$ cat src/rtl/osd_pkg.sv
// Shared types and constants for the open-shop schedule decoder.
// No dependencies; used by every module under rtl/ except osd_ram.
`timescale 1ns / 1ps
`default_nettype none

package osd_pkg;

  localparam int NUM_JOBS     = 8;
  localparam int NUM_MACHINES = 8;

  // field widths fixed by the port list
  localparam int MACH_W = 3;
  localparam int POS_W  = 3;
  localparam int JOB_W  = 3;
  localparam int PT_W   = 10;
  localparam int TIME_W = 16;

  // every 3-bit job code keeps its own free time
  localparam int JOB_SLOTS = 1 << JOB_W;
  localparam int TOTAL     = NUM_JOBS * NUM_MACHINES;
  localparam int CNT_W     = $clog2(TOTAL + 1);
  localparam int NP_W      = $clog2(NUM_JOBS + 1);
  localparam int RAM_AW    = $clog2(NUM_JOBS);
  localparam int RAM_W     = JOB_W + PT_W;

  // load queue between front and back
  localparam int QDEPTH = 2;
  localparam int QAW    = $clog2(QDEPTH);
  localparam int QCW    = $clog2(QDEPTH + 1);

  typedef struct packed {
    logic              wr_en;     // machine and position in range
    logic [MACH_W-1:0] machine;
    logic [POS_W-1:0]  position;
    logic [JOB_W-1:0]  job;
    logic [PT_W-1:0]   ptime;
    logic              last;
  } load_word_t;

  typedef enum logic [2:0] {
    S_IDLE,
    S_PRIME,
    S_EVAL,
    S_PICK,
    S_COMMIT
  } sched_state_t;

endpackage

`default_nettype wire

$ cat src/rtl/osd_ram.sv
// Generic single-write, single-read RAM with registered read data.
// No dependencies.
`timescale 1ns / 1ps
`default_nettype none

module osd_ram #(
  parameter int WIDTH = 13,
  parameter int DEPTH = 8,
  localparam int ADDR_W = $clog2(DEPTH)
) (
  input  wire logic              clk,
  input  wire logic              we,
  input  wire logic [ADDR_W-1:0] waddr,
  input  wire logic [WIDTH-1:0]  wdata,
  input  wire logic [ADDR_W-1:0] raddr,
  output logic      [WIDTH-1:0]  rdata
);

  logic [WIDTH-1:0] mem [DEPTH];

  always_ff @(posedge clk) begin
    if (we) begin
      mem[waddr] <= wdata;
    end
    rdata <= mem[raddr];
  end

endmodule

`default_nettype wire

$ cat src/rtl/osd_front.sv
// Front end: takes load words, flags in-range writes, queues them for the back end.
// Depends on osd_pkg.
`timescale 1ns / 1ps
`default_nettype none

module osd_front (
  input  wire logic                       clk,
  input  wire logic                       rst,
  input  wire logic                       in_valid,
  output logic                            in_ready,
  input  wire logic [osd_pkg::MACH_W-1:0] machine_index,
  input  wire logic [osd_pkg::POS_W-1:0]  order_position,
  input  wire logic [osd_pkg::JOB_W-1:0]  job_id,
  input  wire logic [osd_pkg::PT_W-1:0]   proc_time,
  input  wire logic                       load_last,
  output logic                            q_valid,
  input  wire logic                       q_ready,
  output osd_pkg::load_word_t             q_word
);

  osd_pkg::load_word_t     qmem [osd_pkg::QDEPTH];
  osd_pkg::load_word_t     word_in;
  logic [osd_pkg::QAW-1:0] wr_ptr;
  logic [osd_pkg::QAW-1:0] rd_ptr;
  logic [osd_pkg::QCW-1:0] count;
  logic                    push;
  logic                    pop;

  always_comb begin
    word_in.wr_en    = ({1'b0, machine_index} < (osd_pkg::MACH_W + 1)'(osd_pkg::NUM_MACHINES))
                    && ({1'b0, order_position} < (osd_pkg::POS_W + 1)'(osd_pkg::NUM_JOBS));
    word_in.machine  = machine_index;
    word_in.position = order_position;
    word_in.job      = job_id;
    word_in.ptime    = proc_time;
    word_in.last     = load_last;
  end

  assign in_ready = (count != osd_pkg::QCW'(osd_pkg::QDEPTH));
  assign q_valid  = (count != '0);
  assign q_word   = qmem[rd_ptr];
  assign push     = in_valid && in_ready;
  assign pop      = q_valid && q_ready;

  always_ff @(posedge clk) begin
    if (push) begin
      qmem[wr_ptr] <= word_in;
    end
  end

  always_ff @(posedge clk) begin
    if (rst) begin
      wr_ptr <= '0;
      rd_ptr <= '0;
      count  <= '0;
    end else begin
      if (push) begin
        wr_ptr <= wr_ptr + osd_pkg::QAW'(1);
      end
      if (pop) begin
        rd_ptr <= rd_ptr + osd_pkg::QAW'(1);
      end
      if (push && !pop) begin
        count <= count + osd_pkg::QCW'(1);
      end else if (pop && !push) begin
        count <= count - osd_pkg::QCW'(1);
      end
    end
  end

endmodule

`default_nettype wire

$ cat src/rtl/osd_back.sv
// Back end: writes the genome rows, then runs the greedy placement and emits words.
// Depends on osd_pkg and osd_ram (one row RAM per machine).
`timescale 1ns / 1ps
`default_nettype none

module osd_back (
  input  wire logic                       clk,
  input  wire logic                       rst,
  input  wire logic                       q_valid,
  output logic                            q_ready,
  input  wire osd_pkg::load_word_t        q_word,
  output logic                            out_valid,
  input  wire logic                       out_ready,
  output logic [osd_pkg::JOB_W-1:0]       placed_job,
  output logic [osd_pkg::MACH_W-1:0]      placed_machine,
  output logic [osd_pkg::TIME_W-1:0]      start_time,
  output logic                            run_last
);

  localparam int NM = osd_pkg::NUM_MACHINES;
  localparam int TW = osd_pkg::TIME_W;

  osd_pkg::sched_state_t state, state_next;

  logic                        start_run;
  logic                        commit;
  logic                        is_last;

  logic [TW-1:0]               mfree [NM];
  logic [TW-1:0]               jfree [osd_pkg::JOB_SLOTS];
  logic [osd_pkg::NP_W-1:0]    npos [NM];
  logic [osd_pkg::NP_W-1:0]    npos_next [NM];
  logic [osd_pkg::CNT_W-1:0]   pcount;

  logic [osd_pkg::RAM_W-1:0]   rd_word [NM];
  logic [NM-1:0]               cand_valid;
  logic [TW-1:0]               cand_t [NM];

  // evaluate stage registers
  logic [NM-1:0]               ev_v;
  logic [TW-1:0]               ev_t [NM];
  logic [osd_pkg::JOB_W-1:0]   ev_j [NM];
  logic [osd_pkg::PT_W-1:0]    ev_p [NM];

  // pick stage
  logic                        best_v;
  logic [TW-1:0]               best_t;
  logic [osd_pkg::MACH_W-1:0]  best_m;
  logic [osd_pkg::JOB_W-1:0]   best_j;
  logic [osd_pkg::PT_W-1:0]    best_p;
  logic                        pick_v;
  logic [TW-1:0]               pick_t;
  logic [osd_pkg::MACH_W-1:0]  pick_m;
  logic [osd_pkg::JOB_W-1:0]   pick_j;
  logic [osd_pkg::PT_W-1:0]    pick_p;

  logic [TW:0]                 fin_sum;
  logic [TW-1:0]               fin;

  // ---------------- control ----------------
  assign is_last = (pcount == osd_pkg::CNT_W'(osd_pkg::TOTAL - 1));

  always_ff @(posedge clk) begin
    if (rst) begin
      state <= osd_pkg::S_IDLE;
    end else begin
      state <= state_next;
    end
  end

  always_comb begin
    state_next = state;
    q_ready    = 1'b0;
    start_run  = 1'b0;
    commit     = 1'b0;
    case (state)
      osd_pkg::S_IDLE: begin
        q_ready = 1'b1;
        if (q_valid && q_word.last) begin
          start_run  = 1'b1;
          state_next = osd_pkg::S_PRIME;
        end
      end
      // row RAMs were written last cycle; read position zero again
      osd_pkg::S_PRIME: begin
        state_next = osd_pkg::S_EVAL;
      end
      osd_pkg::S_EVAL: begin
        state_next = osd_pkg::S_PICK;
      end
      osd_pkg::S_PICK: begin
        state_next = osd_pkg::S_COMMIT;
      end
      osd_pkg::S_COMMIT: begin
        if (!out_valid || out_ready) begin
          commit     = 1'b1;
          state_next = is_last ? osd_pkg::S_IDLE : osd_pkg::S_EVAL;
        end
      end
      default: begin
        state_next = osd_pkg::S_IDLE;
      end
    endcase
  end

  // ---------------- row RAMs and candidates ----------------
  for (genvar m = 0; m < NM; m++) begin : g_mach
    logic                      we;
    logic [osd_pkg::JOB_W-1:0] cj;
    logic [TW-1:0]             jt;

    always_comb begin
      if (start_run) begin
        npos_next[m] = '0;
      end else if (commit && (pick_m == osd_pkg::MACH_W'(m))) begin
        npos_next[m] = npos[m] + osd_pkg::NP_W'(1);
      end else begin
        npos_next[m] = npos[m];
      end
    end

    assign we = q_valid && q_ready && q_word.wr_en
             && (q_word.machine == osd_pkg::MACH_W'(m));

    osd_ram #(
      .WIDTH (osd_pkg::RAM_W),
      .DEPTH (osd_pkg::NUM_JOBS)
    ) u_row (
      .clk   (clk),
      .we    (we),
      .waddr (q_word.position[osd_pkg::RAM_AW-1:0]),
      .wdata ({q_word.job, q_word.ptime}),
      .raddr (npos_next[m][osd_pkg::RAM_AW-1:0]),
      .rdata (rd_word[m])
    );

    assign cj            = rd_word[m][osd_pkg::RAM_W-1:osd_pkg::PT_W];
    assign jt            = jfree[cj];
    assign cand_valid[m] = (npos[m] < osd_pkg::NP_W'(osd_pkg::NUM_JOBS));
    assign cand_t[m]     = (mfree[m] > jt) ? mfree[m] : jt;

    always_ff @(posedge clk) begin
      if (state == osd_pkg::S_EVAL) begin
        ev_v[m] <= cand_valid[m];
        ev_t[m] <= cand_t[m];
        ev_j[m] <= cj;
        ev_p[m] <= rd_word[m][osd_pkg::PT_W-1:0];
      end
    end
  end

  // ---------------- pick: strict less-than keeps the lowest machine on a tie ----------------
  always_comb begin
    best_v = 1'b0;
    best_t = '0;
    best_m = '0;
    best_j = '0;
    best_p = '0;
    for (int m = 0; m < NM; m++) begin
      if (ev_v[m] && (!best_v || (ev_t[m] < best_t))) begin
        best_v = 1'b1;
        best_t = ev_t[m];
        best_m = osd_pkg::MACH_W'(m);
        best_j = ev_j[m];
        best_p = ev_p[m];
      end
    end
  end

  always_ff @(posedge clk) begin
    if (state == osd_pkg::S_PICK) begin
      pick_v <= best_v;
      pick_t <= best_t;
      pick_m <= best_m;
      pick_j <= best_j;
      pick_p <= best_p;
    end
  end

  // ---------------- commit: saturating finish time ----------------
  assign fin_sum = {1'b0, pick_t} + (TW + 1)'(pick_p);
  assign fin     = fin_sum[TW] ? '1 : fin_sum[TW-1:0];

  always_ff @(posedge clk) begin
    if (rst) begin
      pcount <= '0;
      for (int m = 0; m < NM; m++) begin
        mfree[m] <= '0;
        npos[m]  <= '0;
      end
      for (int k = 0; k < osd_pkg::JOB_SLOTS; k++) begin
        jfree[k] <= '0;
      end
    end else begin
      for (int m = 0; m < NM; m++) begin
        npos[m] <= npos_next[m];
      end
      if (start_run) begin
        pcount <= '0;
        for (int m = 0; m < NM; m++) begin
          mfree[m] <= '0;
        end
        for (int k = 0; k < osd_pkg::JOB_SLOTS; k++) begin
          jfree[k] <= '0;
        end
      end else if (commit) begin
        pcount <= pcount + osd_pkg::CNT_W'(1);
        for (int m = 0; m < NM; m++) begin
          if (pick_m == osd_pkg::MACH_W'(m)) begin
            mfree[m] <= fin;
          end
        end
        for (int k = 0; k < osd_pkg::JOB_SLOTS; k++) begin
          if (pick_j == osd_pkg::JOB_W'(k)) begin
            jfree[k] <= fin;
          end
        end
      end
    end
  end

  // ---------------- output register ----------------
  always_ff @(posedge clk) begin
    if (rst) begin
      out_valid <= 1'b0;
    end else if (commit) begin
      out_valid <= 1'b1;
    end else if (out_ready) begin
      out_valid <= 1'b0;
    end
  end

  always_ff @(posedge clk) begin
    if (commit) begin
      placed_job     <= pick_j;
      placed_machine <= pick_m;
      start_time     <= pick_t;
      run_last       <= is_last;
    end
  end

`ifndef NO_ASSERTIONS
  // while a run is open some machine must still have a job to offer
  a_cand_avail: assert property (@(posedge clk) disable iff (rst)
    (state == osd_pkg::S_EVAL) |-> (|cand_valid))
    else $error("osd_back: evaluate with no candidate left");

  a_commit_found: assert property (@(posedge clk) disable iff (rst)
    commit |-> pick_v)
    else $error("osd_back: commit without a picked operation");

  a_loop_back: assert property (@(posedge clk) disable iff (rst)
    (commit && !is_last) |=> (state == osd_pkg::S_EVAL))
    else $error("osd_back: run ended early");

  a_run_start: assert property (@(posedge clk) disable iff (rst)
    start_run |=> ((pcount == '0) && (state == osd_pkg::S_PRIME)))
    else $error("osd_back: run start did not clear placement count");

  a_commit_out: assert property (@(posedge clk) disable iff (rst)
    commit |=> out_valid)
    else $error("osd_back: placement not presented");
`endif

endmodule

`default_nettype wire

$ cat src/rtl/open_shop_schedule_decoder_top.sv
// Top level of the open-shop greedy schedule decoder.
// Depends on osd_pkg, osd_front, osd_back (which holds the osd_ram row memories).
//
//   channel | handshake            | payload
//   --------+----------------------+----------------------------------------------------
//   load in | in_valid / in_ready  | machine_index, order_position, job_id, proc_time,
//           |                      | load_last
//   result  | out_valid/ out_ready | placed_job, placed_machine, start_time, run_last
//
// Load words go in at one per cycle while in_ready is high, into a two-word queue;
// the back end drains it one word per cycle while idle, writing the addressed row RAM.
// A word with load_last opens a run: a prime step, then each placement passes through
// evaluate (all machines), pick (the minimum) and commit, looping back to evaluate until
// NUM_JOBS*NUM_MACHINES placements are done.
// The registered read of the row RAMs and the eight-way minimum set that loop.
// Reset is a single cycle with no clearing pass; the genome tables keep their
// contents across runs and are undefined until loaded.
// A stalled result holds the commit step; the queue keeps taking load words until full.
`timescale 1ns / 1ps
`default_nettype none

module open_shop_schedule_decoder_top (
  input  wire logic                       clk,
  input  wire logic                       rst,
  // load words
  input  wire logic                       in_valid,
  output logic                            in_ready,
  input  wire logic [osd_pkg::MACH_W-1:0] machine_index,
  input  wire logic [osd_pkg::POS_W-1:0]  order_position,
  input  wire logic [osd_pkg::JOB_W-1:0]  job_id,
  input  wire logic [osd_pkg::PT_W-1:0]   proc_time,
  input  wire logic                       load_last,
  // placed operations
  output logic                            out_valid,
  input  wire logic                       out_ready,
  output logic [osd_pkg::JOB_W-1:0]       placed_job,
  output logic [osd_pkg::MACH_W-1:0]      placed_machine,
  output logic [osd_pkg::TIME_W-1:0]      start_time,
  output logic                            run_last
);

  // queue between front and back
  logic                q_valid;
  logic                q_ready;
  osd_pkg::load_word_t q_word;

  osd_front u_front (
    .clk            (clk),
    .rst            (rst),
    .in_valid       (in_valid),
    .in_ready       (in_ready),
    .machine_index  (machine_index),
    .order_position (order_position),
    .job_id         (job_id),
    .proc_time      (proc_time),
    .load_last      (load_last),
    .q_valid        (q_valid),
    .q_ready        (q_ready),
    .q_word         (q_word)
  );

  osd_back u_back (
    .clk            (clk),
    .rst            (rst),
    .q_valid        (q_valid),
    .q_ready        (q_ready),
    .q_word         (q_word),
    .out_valid      (out_valid),
    .out_ready      (out_ready),
    .placed_job     (placed_job),
    .placed_machine (placed_machine),
    .start_time     (start_time),
    .run_last       (run_last)
  );

endmodule

`default_nettype wire
$ cat config.mk
export PLATFORM = sky130hd
export DESIGN_NAME = open_shop_schedule_decoder_top
export DESIGN_NICKNAME = d
export VERILOG_FILES = /design/src/rtl/osd_pkg.sv /design/src/rtl/osd_ram.sv /design/src/rtl/osd_front.sv /design/src/rtl/osd_back.sv /design/src/rtl/open_shop_schedule_decoder_top.sv
export SDC_FILE = /design/constraint.sdc
export NUM_CORES = 2
export LEC_CHECK = 0
export ABC_AREA = 1
export BUFFER_PORTS_ARGS = -buffer_cell sky130_fd_sc_hd__buf_2
export CORE_MARGIN = 2
export CORE_UTILIZATION = 55
export DETAILED_ROUTE_END_ITERATION = 12
export HOLD_SLACK_MARGIN = 0.06
export PLACE_DENSITY_LB_ADDON = 0.15
export SYNTH_ARGS = -nofsm -noshare
export SYNTH_HDL_FRONTEND = slang
export SYNTH_HIERARCHICAL = 1
export SYNTH_SLANG_ARGS = --single-unit
$ cat constraint.sdc
create_clock -name clk -period 23 [get_ports clk]
set_clock_uncertainty 0.05 [all_clocks]
set_input_delay 2.3 -clock clk [delete_from_list [all_inputs] [get_ports clk]]
set_output_delay 2.3 -clock clk [all_outputs]
set_load 0.02 [all_outputs]
==> flow_metrics.py <==
metrics = {
    "clock_network": {
        "cts_buffer_depth": 3,
        "numCtsBuffers": 167,
        "cts_root_buf": "clkbuf_16",
        "ctsHoldBuffers": 0,
        "clkTransAtPathRegs_ps": 60,
        "clock_sinks": 1575,
        "cts_setup_buffers": 0,
        "cts_resized": 0,
        "worstSkewPairLatency_ps": 830,
        "cts_max_level": 4,
        "cts_tree": "done",
    },
    "drt": {
        "drc": 0,
        "drtAntennaViolNets": 0,
        "routed_wl_mm": 245,
        "first_pass_iters": 6,
        "vias_per_cell": 5.73,
        "drt_iter0_drc": 8530,
        "num_vias": 62300,
        "wire_per_inst_um": 22.5,
    },
    "logic_synthesis": {
        "syn_inst": 8951,
        "synthArstFlopShare": 0,
        "synthesis.area_um2": 79500,
        "synth_flop_cell": "edfxtp_1",
        "synth_nets": 9229,
        "yosys_warnings": 6,
        "yosys-top-cells-area": "edfxtp_1 (53%), nand2_1 (11%), inv_1 (6.0%)",
        "synth_area_per_cell_um2": 8.88,
        "seq_area_frac_synth": 0.572,
        "yosysTopAreaCellShare": 0.526,
        "synth.most_common_cell": "nand2_1",
        "yosys.area.top_type": "edfxtp_1",
        "synth_cell_types": 46,
        "yosys_register_bits": 1575,
        "synthTopCellsByCount": "nand2_1 (2378), edfxtp_1 (1391), inv_1 (1275)",
        "synth-edff-count": 1391,
    },
    "global_route": {
        "grt_pass1_vias": 57100,
        "grt_pass1_wl_mm": 361,
        "grt.total_usage": 0.328,
        "grt_max_degree": 100,
        "overflow": 0,
        "grt_antenna_before_repair": 11,
    },
    "finish": {
        "nets": 9097,
        "syn2layout_area_growth_pct": 8.82,
        "fin_cells": 10900,
        "drive_gt1_frac": 0.0601,
        "utilization": 0.603,
        "fillCellCount": 12200,
    },
    "floorplan": {
        "die_h_um": 384,
        "core_region_area_um2": 143000,
        "core.rowCount": 139,
        "initial_core_util": 0.554,
        "die_area_um2": 148000,
        "fp.dieW_um": 384,
        "io_pins": 49,
    },
    "sta": {
        "hold_viol_final": 0,
        "finalCriticalPeriod_ps": 15460,
        "maxSlewHeadroom": 0.0704,
        "hold-worst-slack_ps": 352,
        "slew_viol_final": 0,
        "rsz0062_at_grt": "false",
        "worstMarginPinSlew_ps": 1390,
        "setup_viol": 0,
        "final.setup.tns_ps": 0,
        "post-route-period-util": 0.672,
        "fmax_mhz": 64.7,
    },
    "setup_path": {
        "reg2reg_from": "u_back/ev_v[0]$_DFFE_PP_",
        "cp_max_fo": 59,
        "crit_path_start_kind": "flip-flop",
        "cpMostUsedCell": "nand2_1",
        "path_class": "reg -> reg",
        "reg2reg_depth": 72,
        "crit_arrival_ps": 15960,
        "slowest_stage": "edfxtp_1",
        "end_kind": "flip-flop",
        "regToRegEndpoint": "u_back/pick_p[0]$_DFFE_PP_",
        "critPathRequiredTime_ps": 23500,
        "r2r_slack_ps": 7540,
        "slowest_delay_ps": 1160,
    },
    "placement": {
        "placedCellCount": 10600,
        "hpwl_mm": 162,
        "port_buffers": 48,
        "place.gp.congestion": 0.986,
    },
    "run": {
        "maxCapViolCount": 0,
    },
    "worst_hold_path": {
        "whs_path_depth": 0,
        "min_from": "u_back/g_mach[7].u_row/rdata[6]$_DFF_P_",
        "min_to": "u_back/ev_p[1][36]$_DFFE_PP_",
        "hold_path_class": "reg -> reg",
    },
    "pwr": {
        "p_leak_nw": 37.4,
        "power_density_nw_per_um2": 93.2,
        "ir_drop_mv": 0.118,
    },
    "outcome": {
        "outcome": "finished clean",
    },
}
[state kept, by name, summed over array words and instances (netlist names), 2 cells and up, named ones only]
name	count
u_back/ev_j	24
u_back/ev_p	80
u_back/ev_t	128
u_back/ev_v	8
u_back/g_mach.u_row/mem	832
u_back/g_mach.u_row/rdata	104
u_back/jfree	128
u_back/mfree	128
u_back/npos	32
u_back/pcount	7
u_back/pick_j	3
u_back/pick_m	3
u_back/pick_p	10
u_back/pick_t	16
u_back/placed_job	3
u_back/placed_machine	3
u_back/start_time	16
u_back/state	3
u_front/count	2
u_front/qmem	40
[metal layers]
metal	vias to the layer above	track usage	wire length [um]
met3	645	0.0652	26800
met1	29200	0.465	99400
met4	14	0.139	11400
met5	-	0	210
met2	3386	0.493	107000
li1	29000	-	-
[worst max path at each step]
stage / depth (start not counted) / startpoint / end / slack (ps)
3_5_place_dp: 73 / u_back/ev_v[0]$_DFFE_PP_ / u_back/pick_p[6]$_DFFE_PP_ / 7670
2_1_floorplan: 1 / u_back/state[2]$_SDFFE_PP0P_ / u_back/ev_j[0][0]$_DFFE_PP_ / 4150
5_1_grt: 72 / u_back/ev_v[0]$_DFFE_PP_ / u_back/pick_p[6]$_DFFE_PP_ / 5760
3_3_place_gp: 70 / u_back/ev_v[0]$_DFFE_PP_ / u_back/pick_j[2]$_DFFE_PP_ / 7820
4_1_cts: 73 / u_back/ev_v[0]$_DFFE_PP_ / u_back/pick_p[0]$_DFFE_PP_ / 7610
6_report: 72 / u_back/ev_v[0]$_DFFE_PP_ / u_back/pick_p[0]$_DFFE_PP_ / 7540
[worst max-delay path, delay by kind of cell (launching register included)]
family	cells	cell delay, ps
simple gates	37	4630
buf+inv	5	1110
compound gates	23	5830
fa+ha+maj	7	2300
flops	1	1160
[kinds of logic after synthesis]
logic type,after synthesis,share of synthesized area
compound gates,1531,0.100
xor+xnor,17,0.00187
fa+ha+maj,254,0.0401
buf+inv,1791,0.0934
flops,1575,0.572
mux,20,0.00378
other cells,1,0.0000472
simple gates,3762,0.189
[cells in the final DEF (no fill, tap or decap), drive strengths merged, types with 4 or more instances in the layout]
| cell | count |
|---|---|
| nand2 | 2390 |
| edfxtp | 1391 |
| inv | 1301 |
| o21ai | 888 |
| nor2 | 773 |
| a21oi | 530 |
| nand3 | 509 |
| ha | 253 |
| clkbuf | 229 |
| dfxtp | 184 |
| buf | 179 |
| clkinv | 80 |
| nor3 | 38 |
| o211ai | 34 |
| a31oi | 26 |
| nand4 | 21 |
| a211oi | 20 |
| mux2 | 20 |
| nor4 | 18 |
| xnor2 | 12 |
| bufinv | 11 |
| o221ai | 8 |
| or2 | 7 |
| o21a | 6 |
| xor2 | 5 |
| o221a | 4 |
| o21bai | 4 |
| a221oi | 4 |
| a32o | 4 |
[through the flow]
step | cell area [um^2] | setup WS, ps | total power, mW
global route | 86500 | 5760 | 8.37
finish | 86500 | 7540 | 8.05
detailed placement | 80800 | 7670 | 5.31
global placement | 80800 | 7820 | 5.27
floorplan | 79500 | 4150 | 4.70
CTS | 86400 | 7610 | 8.05
[report_power, final]
group / internal (mW) / switching, mW
combinational: 0.404 / 1.20
clock: 1.59 / 1.16
sequential: 3.53 / 0.168
total: 5.52 / 2.53
[layout make-up]
type / count / area (um^2) / area share
clock buffers: 229 / 4770 / 0.0552
diodes: 3 / 7.51 / 0.0000868
well taps: 1903 / 2380 / 0.0275
multi-input cells: 5585 / 26700 / 0.309
clock inverters: 84 / 901 / 0.0104
flip-flops and latches: 1575 / 45500 / 0.526
repair buffers: 179 / 1220 / 0.0142
inverters: 1311 / 4980 / 0.0576
(Power assumes the default switching activity.)
